<file path="src/hdl/pswl_pkg.sv">
// Package for the per-user sliding window limiter.
// Holds field widths, register indexes, defaults and the control/status structs.
// No dependencies.
`timescale 1ns / 1ps

package pswl_pkg;

  localparam int USERS_DEF     = 1024;
  localparam int MAX_LIMIT_DEF = 8;
  localparam int TIME_BITS_DEF = 32;

  localparam int USER_ID_W  = 10;
  localparam int REQ_TIME_W = 32;
  localparam int LIMIT_W    = 4;
  localparam int WINDOW_W   = 32;
  localparam int CFG_ADDR_W = 1;
  localparam int CFG_DATA_W = 32;

  localparam logic [CFG_ADDR_W-1:0] REG_LIMIT  = 1'b0;
  localparam logic [CFG_ADDR_W-1:0] REG_WINDOW = 1'b1;

  localparam logic [LIMIT_W-1:0]  LIMIT_RST  = 4'd1;
  localparam logic [WINDOW_W-1:0] WINDOW_RST = 32'd1000;

  typedef struct packed {
    logic clear;
    logic capture;
    logic load;
    logic pop;
    logic decide;
  } cmd_t;

  typedef struct packed {
    logic clear_last;
    logic pop_ok;
    logic out_free;
  } status_t;

endpackage

</file>
<file path="src/hdl/pswl_ctrl.sv">
// Controller of the limiter: sequences clear pass, record load, trim loop and verdict.
// Depends on pswl_pkg for the command and status structs.
`timescale 1ns / 1ps

module pswl_ctrl import pswl_pkg::*; (
  input  logic    clk_i,
  input  logic    rst_ni,
  input  logic    req_valid_i,
  output logic    req_ready_o,
  input  status_t status_i,
  output cmd_t    cmd_o
);

  typedef enum logic [2:0] {
    ST_CLEAR,
    ST_IDLE,
    ST_LOAD,
    ST_POP,
    ST_DECIDE
  } state_e;

  state_e state_q, state_d;

  always_comb begin
    state_d = state_q;
    case (state_q)
      ST_CLEAR: begin
        if (status_i.clear_last) state_d = ST_IDLE;
      end
      ST_IDLE: begin
        if (req_valid_i) state_d = ST_LOAD;
      end
      ST_LOAD: begin
        state_d = ST_POP;
      end
      ST_POP: begin
        if (!status_i.pop_ok) state_d = ST_DECIDE;
      end
      ST_DECIDE: begin
        if (status_i.out_free) state_d = ST_IDLE;
      end
      default: begin
        state_d = ST_CLEAR;
      end
    endcase
  end

  always_ff @(posedge clk_i or negedge rst_ni) begin
    if (!rst_ni) begin
      state_q <= ST_CLEAR;
    end else begin
      state_q <= state_d;
    end
  end

  always_comb begin
    cmd_o         = '0;
    cmd_o.clear   = (state_q == ST_CLEAR);
    cmd_o.capture = (state_q == ST_IDLE) && req_valid_i;
    cmd_o.load    = (state_q == ST_LOAD);
    cmd_o.pop     = (state_q == ST_POP) && status_i.pop_ok;
    cmd_o.decide  = (state_q == ST_DECIDE) && status_i.out_free;
  end

  assign req_ready_o = (state_q == ST_IDLE);

endmodule

</file>
<file path="config.mk">
export PLATFORM = sky130hd
export DESIGN_NAME = pswl_ctrl
export DESIGN_NICKNAME = d
export VERILOG_FILES = /design/src/hdl/pswl_pkg.sv /design/src/hdl/pswl_ctrl.sv
export SDC_FILE = /design/constraint.sdc
export NUM_CORES = 1
export LEC_CHECK = 0
export ABC_AREA = 1
export BUFFER_PORTS_ARGS = -buffer_cell sky130_fd_sc_hd__buf_4
export CORE_AREA = 2 2 39 41
export CTS_CLUSTER_DIAMETER = 40
export CTS_CLUSTER_SIZE = 12
export DETAILED_ROUTE_END_ITERATION = 16
export DIE_AREA = 0 0 41 43
export PLACE_DENSITY_LB_ADDON = 0.25
export SLEW_MARGIN = 10
export SYNTH_ARGS = -nofsm -noshare
export SYNTH_HDL_FRONTEND = slang
export SYNTH_SLANG_ARGS = --single-unit
</file>
<file path="constraint.sdc">
create_clock -name clk_i -period 1 [get_ports clk_i]
set_input_delay 0.1 -clock clk_i [delete_from_list [all_inputs] [get_ports clk_i]]
set_output_delay 0.1 -clock clk_i [all_outputs]
set_load 0.01 [all_outputs]
</file>
==> flow_summary.yaml, run 1 <==
global_routing:
  grt_usage: 0.0955
  grtUsageMet1: 0.110
  grt-busiest-layer: "met2"
  grt_pass1_wl_um: 1100
  use_met3: 0.0471
  antenna_found_initial: 0
  gr-total-overflow: 0
  first_global_vias: 262
  grt_max_degree: 9
  met2_usage: 0.144
cts:
  clockBufferDepth: 2
  clock_latency_ns: 0.23
  clock_sinks: 3
  path_clk_slew_ns: 0.04
  htree_levels: 1
  cts_root_buffer: "clkbuf_4"
  cts_inserted_buffers: 3
  cts_tree: "yes"
power:
  sw_frac_of_total: 0.421
  pwr-share-clk: 0.138
  leakagePower_uw: 0.000286
  seqPwrFrac: 0.191
  p_sw_uw: 666
  ir_drop_uv: 1120
  combPwrFrac: 0.671
  power_density_mw_per_mm2: 3180
  power.internal_uw: 916
critical_path:
  reg2reg_depth: 7
  regToRegStartpoint: "state_q[0]$_DFFE_PN0P_"
  r2r_end: "state_q[1]$_DFFE_PN0P_"
  worstSetupEndpointType: "output pin"
  cp.arrival_ns: 1.17
  cp-start-kind: "flop"
  critPathMaxFanout: 4
  critPathRequiredTime_ns: 0.90
  r2r_setup_slack_ns: -0.17
  criticalPathCategory: "flop to output pin"
route:
  wirelength_um: 714
  drcViolationCount: 0
  first_pass_iters: 1
  ant_nets: 0
  num_vias: 310
  drtIter0Drc: 0
  wl_per_cell_um: 8.93
  via_per_inst: 3.88
sta:
  fin_worst_skew_ns: 0.00134
  rsz0062_at_grt: "true"
  setup_viol: 9
  finalHoldViolations: 0
  fin_crit_sh: 1.27
  holdWs_ns: 0.192
  max_slew_margin: 0.876
  drv_slew: 0
  max_clock_freq_ghz: 0.789
  period_needed_ns: 1.27
  fin_ws_ns: -0.268
  tightest_slew_ns: 0.185
  fin_tns_setup_ns: -1.65
place:
  dp_hpwl_um: 456
  post-place-ws_ns: -0.0905
  port_buffers: 11
  place_inst: 68
  place.gp.congestion: 0.683
layout:
  top_regs: "state_q: 3 flops"
  fillers: 153
  multi_input_area_um2: 148
  fin_cells: 80
  antenna_cells: 0
  regArea_um2: 78.8
  utilization: 0.359
  top_register: "state_q"
  layout.nets: 71
  layout-drive-gt1-share: 0.641
  largest_reg_flops: 3
  areaGrowthSynthToFinish_pct: 118
floorplanning:
  start_util: 0.165
  dieArea_mm2: 0.00176
  fp.dieH_um: 43
  rows: 14
  io_pins: 12
  core_mm2: 0.00138
  die_w_um: 41
synthesis:
  yosys.area.top_type: "dfrtp_1"
  synthTopCellsByArea: "dfrtp_1, nand2_1, inv_1"
  synth_enable_flop_cells: 0
  synth-seq-area-share: 0.330
  synth_top_area_share: 0.330
  synth_nets: 43
  syn_avg_cell_area_um2: 6.15
  yosys-top-cells-count: "nand2_1, inv_1, dfrtp_1, nand3_1"
  synth_warnings: 0
  syn_area_um2: 228
  synth_cell_type_count: 14
  ys_async_sr_fraction: 1.00
  synthCells: 37
  synth.most_common_cell: "nand2_1"
  postSynth.topFlopCell: "dfrtp_1"
  ys_seq_elements: 3
worst_hold_path:
  hold_class: "input pin to asynchronous set/reset pin"
outcome:
  status: "finished with violations"
  violations: "setup timing"
flow_run:
  cap_violations: 0
==> cell type report <==
cell class                 instances  share of cell area
clock buffer                       4              0.0529
inverter                           9              0.0680
multi-input combinational         24               0.297
sequential                         3               0.159
tap                               16              0.0403
timing repair buffer              24               0.383
==> cells by family (layout without fill, tap and decap cells) <==
family,count (synthesis),after routing,synth area share
buffers and inverters,10,37,0.170
AOI/OAI and AO/OA,2,2,0.0549
DFF,3,3,0.330
and+or+nand+nor,22,22,0.445
==> metal layers <==
layer	routed length [µm]	vias up
met4	0	0
li1	-	165
met1	303	139
met5	0	-
met2	385	6
met3	25	0
==> worst max path at each step <==
stage,from,to,slack [ns],cells after the start
6_report,state_q[2]$_DFFE_PN0P_,cmd_o[1],-0.27,5
5_1_grt,state_q[2]$_DFFE_PN0P_,cmd_o[1],-0.33,5
4_1_cts,state_q[2]$_DFFE_PN0P_,cmd_o[1],-0.26,5
3_5_place_dp,state_q[0]$_DFFE_PN0P_,state_q[1]$_DFFE_PN0P_,-0.09,7
3_3_place_gp,state_q[0]$_DFFE_PN0P_,state_q[0]$_DFFE_PN0P_,-0.12,7
2_1_floorplan,state_q[1]$_DFFE_PN0P_,state_q[0]$_DFFE_PN0P_,-0.003,7
==> critical path, cell delays in order, from the launching register on <==
cell and delay [ns]:
dfrtp_2 0.43, inv_2 0.09, nand4_1 0.12, buf_4 0.17, inv_2 0.04, buf_6 0.09
==> layout by cell type (no fill, tap or decap), drive strengths merged <==
cell type / synthesis / layout
nand4: 1 / 1
dfrtp: 3 / 3
nand3: 3 / 3
inv: 9 / 9
nor4: 1 / 1
nand2: 11 / 11
nor3: 1 / 1
o21bai: 1 / 1
buf: 1 / 23
a21oi: 1 / 1
clkbuf: 0 / 4
nor2: 4 / 4
nand3b: 1 / 1
dlygate4sd3: 0 / 1
==> power by group through the flow <==
| stage | combinational [µW] | clock [µW] | sequential (µW) |
|---|---|---|---|
| 3_5_place_dp | 731 | 0 | 293 |
| 6_report | 1060 | 218 | 302 |
| 3_3_place_gp | 737 | 0 | 302 |
| 5_1_grt | 1170 | 257 | 314 |
| 2_1_floorplan | 480 | 0 | 247 |
| 4_1_cts | 901 | 225 | 285 |
==> stage by stage <==
| stage | area, µm² | power (µW) |
|---|---|---|
| 2_1_floorplan | 243 | 727 |
| 3_3_place_gp | 372 | 1040 |
| 3_5_place_dp | 372 | 1020 |
| 4_1_cts | 459 | 1410 |
| 5_1_grt | 497 | 1740 |
| 6_report | 497 | 1580 |
==> repair_timing <==
action / in CTS / in global routing
pin swaps: 5 / 3
setup buffers: 4 / 3
hold buffers: 1 / 0
gates resized for setup: 8 / 5
setup endpoints to repair: 9 / 9
hold endpoints to repair: 3 / 0
Note: power is estimated with default switching activity, not from simulation.
==> run 2, diff against run 1 <==
ABC_AREA = default   (was 1)
==> run 2 against run 1 <==
The flow still finishes with violations (setup timing). Critical path type unchanged. Critical path depth down 2. Wire length decreased by 0.84%. Clock power about the same. Utilization down 1.5 points. Register-to-register slack gained 0.03 ns.
==> flow_summary.yaml, run 2 <==
route:
  drtIter0Drc: 5
  drcViolationCount: 0
  via_per_inst: 4.09
  num_vias: 266
  ant_nets: 0
  wirelength_um: 708
  wl_per_cell_um: 10.9
  first_pass_iters: 4
critical_path:
  criticalPathCategory: "flop to output pin"
  critPathRequiredTime_ns: 0.90
  reg2reg_depth: 5
  critPathMaxFanout: 3
  r2r_end: "state_q[2]$_DFFE_PN0P_"
  worstSetupEndpointType: "output pin"
  cp-start-kind: "flop"
  crit_start: "state_q[2]$_DFFE_PN0P_"
  cp.arrival_ns: 1.15
  r2r_setup_slack_ns: -0.14
  critPathCapture: "cmd_o[1]"
  regToRegStartpoint: "state_q[0]$_DFFE_PN0P_"
place:
  placed_area_um2: 343
  post-place-ws_ns: -0.0210
  port_buffers: 11
  place_inst: 57
  dp_hpwl_um: 400
  place.gp.congestion: 0.689
layout:
  layout-drive-gt1-share: 0.714
  top_register: "state_q"
  antenna_cells: 0
  most-common-layout-cells: "buf_4, buf_6, nor2_2, clkbuf_4"
  largest_reg_flops: 3
  areaGrowthSynthToFinish_pct: 122
  regArea_um2: 77.6
  layout_commonest_cell: "buf_4"
  stdcell_area_um2: 475
  fin_cells: 65
  multi_input_area_um2: 173
  layout.nets: 56
  top_regs: "state_q: 3 flops"
  fillers: 145
sta:
  fin_crit_sh: 1.25
  drv_slew: 0
  tightest_slew_ns: 0.173
  rsz0062_at_grt: "true"
  fin_ws_ns: -0.248
  finalHoldViolations: 0
  period_needed_ns: 1.25
  max_slew_margin: 0.884
  fin_worst_skew_ns: 0.00357
  holdWs_ns: 0.0547
  setup_viol: 9
  max_clock_freq_ghz: 0.801
global_routing:
  grt_max_degree: 8
  antenna_found_initial: 0
  grt_pass1_wl_um: 1170
  gr-total-overflow: 0
  first_global_vias: 274
  grt_usage: 0.108
synthesis:
  synth_top_area_share: 0.351
  yosys.area.top_type: "dfrtp_1"
  synthCells: 26
  synth_cell_type_count: 19
  synth_enable_flop_cells: 0
  synthTopCellsByArea: "dfrtp_1, nor2_1, nand2b_4"
  postSynth.topFlopCell: "dfrtp_1"
  ys_seq_elements: 3
  ys_async_sr_fraction: 1.00
  synth_warnings: 0
  synth.most_common_cell: "nor2_1"
  synth-seq-area-share: 0.351
  syn_avg_cell_area_um2: 8.23
  syn_area_um2: 214
  synth_nets: 32
  yosys-top-cells-count: "nor2_1, dfrtp_1, nand2_1, o21ai_0"
power:
  power.internal_uw: 924
  p_sw_uw: 552
  finalPower_uw: 1480
  leakagePower_uw: 0.000221
  sw_frac_of_total: 0.374
  ir_drop_uv: 956
  power_density_mw_per_mm2: 3100
  pwr-share-clk: 0.146
  seqPwrFrac: 0.185
  combPwrFrac: 0.670
floorplanning:
  dieArea_mm2: 0.00176
  core_mm2: 0.00138
  rows: 14
  die_w_um: 41
  start_util: 0.155
  io_pins: 12
  fp.dieH_um: 43
cts:
  clock_sinks: 3
  htree_levels: 1
  path_clk_slew_ns: 0.04
  clockBufferDepth: 2
  cts_inserted_buffers: 3
  clock_latency_ns: 0.23
  cts_tree: "yes"
  cts_root_buffer: "clkbuf_4"
outcome:
  status: "finished with violations"
  violations: "setup timing"
worst_hold_path:
  hold_class: "input pin to flop"
flow_run:
  cap_violations: 0
## run 2: cell count changes in the layout (fill, tap and decap cells not counted), moves of 4 or more
cell and delta:
buf_4 -8, buf_6 +4, inv_1 -4, inv_2 -4, nand2_1 -7
## run 2: logic make-up after synthesis
logic type / count (synthesis) / share of synthesized area
compound gates: 4 / 0.0994
buf+inv: 2 / 0.0702
simple gates: 17 / 0.480
flops: 3 / 0.351
## run 2: layer usage
metal / wire length (µm) / up-vias / track usage
li1: - / 135 / -
met4: 22 / 0 / 0.120
met5: 0 / - / 0
met3: 46 / 2 / 0.0471
met2: 364 / 12 / 0.147
met1: 275 / 117 / 0.107
## run 2: power by group through the flow
stage / combinational [µW] / clock, µW / sequential [µW]
after floorplan: 357 / 0 / 225
after global placement: 641 / 0 / 248
after detailed placement: 628 / 0 / 244
after CTS: 911 / 227 / 263
after global routing: 1060 / 238 / 286
final: 988 / 215 / 273
## run 2: cell type report
class                   instances  share of cell area
multi-input cells              21               0.363
flip-flops and latches          3               0.163
clock buffers                   4              0.0553
repair buffers                 20               0.368
well taps                      16              0.0421
inverters                       1             0.00789
## run 2: how the worst min path moves through the flow
stage | from | to | cells past startpoint
after floorplan | rst_ni | state_q[0]$_DFFE_PN0P_ | 0
after global placement | rst_ni | state_q[2]$_DFFE_PN0P_ | 1
after detailed placement | rst_ni | state_q[0]$_DFFE_PN0P_ | 1
after CTS | status_i[0] | state_q[2]$_DFFE_PN0P_ | 2
after global routing | status_i[0] | state_q[2]$_DFFE_PN0P_ | 2
final | status_i[0] | state_q[2]$_DFFE_PN0P_ | 2
## run 2: worst max-delay path, stage by stage, from the launching register on
cell     delay [ns]
dfrtp_1        0.39
and2b_1        0.24
and3_4         0.19
buf_6          0.09
## run 2: through the flow
step | TNS, ns | util
floorplan | 0 | -
global placement | -0.135 | 0.248
detailed placement | -0.0414 | 0.248
CTS | -1.44 | 0.332
global route | -2.00 | 0.344
finish | -1.52 | 0.344
## run 2: repair_timing
item / in CTS / in global routing
endpoints found under the setup margin: 8 / 9
cloned: 0 / 0
pin swaps: 5 / 3
hold buffers: 1 / 0
hold endpoints to repair: 3 / 0
buffers inserted: 4 / 1
gates resized for setup: 16 / 4
==> run 3, diff against run 2 <==
clock period = 1.17 ns   (was 1 ns; I/O delays follow)
==> run 3 against run 2 <==
The flow still finishes with violations (setup timing). Critical path type unchanged. Register-to-register slack better by 0.22 ns. Via count shrank 6.8%. Combinational power down 33%. Setup slack improved by 0.17 ns. Clock skew fell by 0.0032 ns. Sequential cell count unchanged. Clock-buffer cell count unchanged. Wire length down 15%. Worst hold slack improved by 0.010 ns. Sequential share of layout area is 2.0 points higher.
==> flow_summary.yaml, run 3 (synthesis results as in run 2) <==
critical_path:
  critPathMaxFanout: 4
  crit_chain: "and2b_1 -> and3_4 -> buf_6"
  cp.arrival_ns: 1.13
  max_stage_delay_ns: 0.40
  regToRegStartpoint: "state_q[1]$_DFFE_PN0P_"
  criticalPathCategory: "flop to output pin"
  r2r_setup_slack_ns: 0.08
  path_buf_inv: 1
  reg2reg_depth: 4
  slowest_stage: "dfrtp_1"
  cpLargestDelayFamily: "flip-flops"
  cp-start-kind: "flop"
  worstSetupEndpointType: "output pin"
  crit_start: "state_q[2]$_DFFE_PN0P_"
  critPathRequiredTime_ns: 1.05
  r2r_end: "state_q[0]$_DFFE_PN0P_"
power:
  leakagePower_uw: 0.000203
  ir_drop_uv: 825
  power_density_mw_per_mm2: 2520
route:
  drtIter0Drc: 5
  first_pass_iters: 2
  via_per_inst: 3.94
  ant_nets: 0
  num_vias: 248
  drcViolationCount: 0
  wirelength_um: 604
  wl_per_cell_um: 9.59
layout:
  top_register: "state_q"
  layout.nets: 54
  fillers: 155
  regArea_um2: 77.6
  areaGrowthSynthToFinish_pct: 97.7
  multi_input_area_um2: 150
  most-common-layout-cells: "buf_4, clkbuf_4"
  largest_reg_flops: 3
  antenna_cells: 0
  layout_commonest_cell: "buf_4"
  layout-drive-gt1-share: 0.617
  top_regs: "state_q: 3 flops"
  fin_cells: 63
place:
  dp_hpwl_um: 395
  place_inst: 53
  post-place-ws_ns: 0.0912
  port_buffers: 11
  place.gp.congestion: 0.673
cts:
  path_clk_slew_ns: 0.04
  clockBufferDepth: 2
  clock_latency_ns: 0.23
  htree_levels: 1
  cts_tree: "yes"
  clock_sinks: 3
  cts_inserted_buffers: 3
  cts_root_buffer: "clkbuf_4"
floorplanning:
  io_pins: 12
  start_util: 0.155
  rows: 14
  dieArea_mm2: 0.00176
  die_w_um: 41
  core_mm2: 0.00138
  fp.dieH_um: 43
sta:
  finalHoldViolations: 0
  fin_ws_ns: -0.0769
  tightest_slew_ns: 0.141
  rsz0062_at_grt: "true"
  max_clock_freq_ghz: 0.802
  drv_slew: 0
  period_needed_ns: 1.25
  setup_viol: 6
  fin_worst_skew_ns: 0.000398
  fin_crit_sh: 1.07
  max_slew_margin: 0.905
worst_hold_path:
  min_from: "status_i[0]"
  hold_depth: 2
  min_to: "state_q[2]$_DFFE_PN0P_"
  hold_class: "input pin to flop"
outcome:
  violations: "setup timing"
  status: "finished with violations"
global_routing:
  first_global_vias: 239
  grt_pass1_wl_um: 924
  antenna_found_initial: 0
  gr-total-overflow: 0
  grt_max_degree: 7
  grt_usage: 0.0837
flow_run:
  cap_violations: 0
==> run 3: changes by cell type in the layout (fill, tap and decap cells not counted) <==
cell     change
buf_6        -4
buf_4        +2
and3_1       +1
and3_4       -1
nand3_1      +1
nand3_2      -1
nor2_1       +1
nor2_2       -1
nor3_2       +1
nor3_4       -1
o21ai_0      +1
o21ai_2      -1
==> run 3: worst max path at each step <==
stage	end	slack (ns)	depth (start not counted)
floorplan	state_q[1]$_DFFE_PN0P_	0.18	4
global placement	state_q[1]$_DFFE_PN0P_	0.09	3
detailed placement	cmd_o[1]	0.09	3
CTS	req_ready_o	-0.09	4
global route	req_ready_o	-0.13	4
finish	cmd_o[1]	-0.08	3
==> run 3: report_power, final <==
part	internal (µW)	leakage (µW)	switching [µW]	total [µW]
clock	128	0.0000150	56.9	185
combinational	393	0.000153	269	662
sequential	156	0.0000355	62.6	219
==> run 3: layout make-up <==
class / instances / share of cell area
multi-input cells: 21 / 0.355
inverters: 1 / 0.00888
repair buffers: 18 / 0.343
flip-flops and latches: 3 / 0.183
well taps: 16 / 0.0473
clock buffers: 4 / 0.0621
==> run 3: repair_timing <==
item	in CTS	in global routing
pin swaps	2	0
resized for setup	8	2
buffers inserted	5	0
hold buffers	1	0
setup endpoints to repair	6	6
hold endpoints to repair	3	0
==> run 3: metrics by stage <==
| stage | hold WS, ns | TNS (ns) | util | total power [µW] | area (µm²) |
|---|---|---|---|---|---|
| after floorplan | -0.179 | 0 | - | 498 | 214 |
| after global placement | -0.0906 | 0 | 0.226 | 664 | 313 |
| after detailed placement | -0.0923 | 0 | 0.226 | 658 | 313 |
| after CTS | 0.0575 | -0.421 | 0.302 | 1070 | 418 |
| after global routing | 0.0743 | -0.670 | 0.306 | 1150 | 423 |
| final | 0.0647 | -0.323 | 0.306 | 1070 | 423 |
==> run 3: layer usage <==
| metal | share of wire | global-route usage | wire, µm | vias to the layer above |
|---|---|---|---|---|
| met5 | 0 | 0 | 0 | - |
| met4 | 0 | 0.0800 | 0 | 0 |
| met3 | 0.065 | 0.0314 | 39 | 0 |
| met2 | 0.51 | 0.116 | 311 | 7 |
| met1 | 0.42 | 0.0912 | 254 | 110 |
| li1 | - | - | - | 131 |
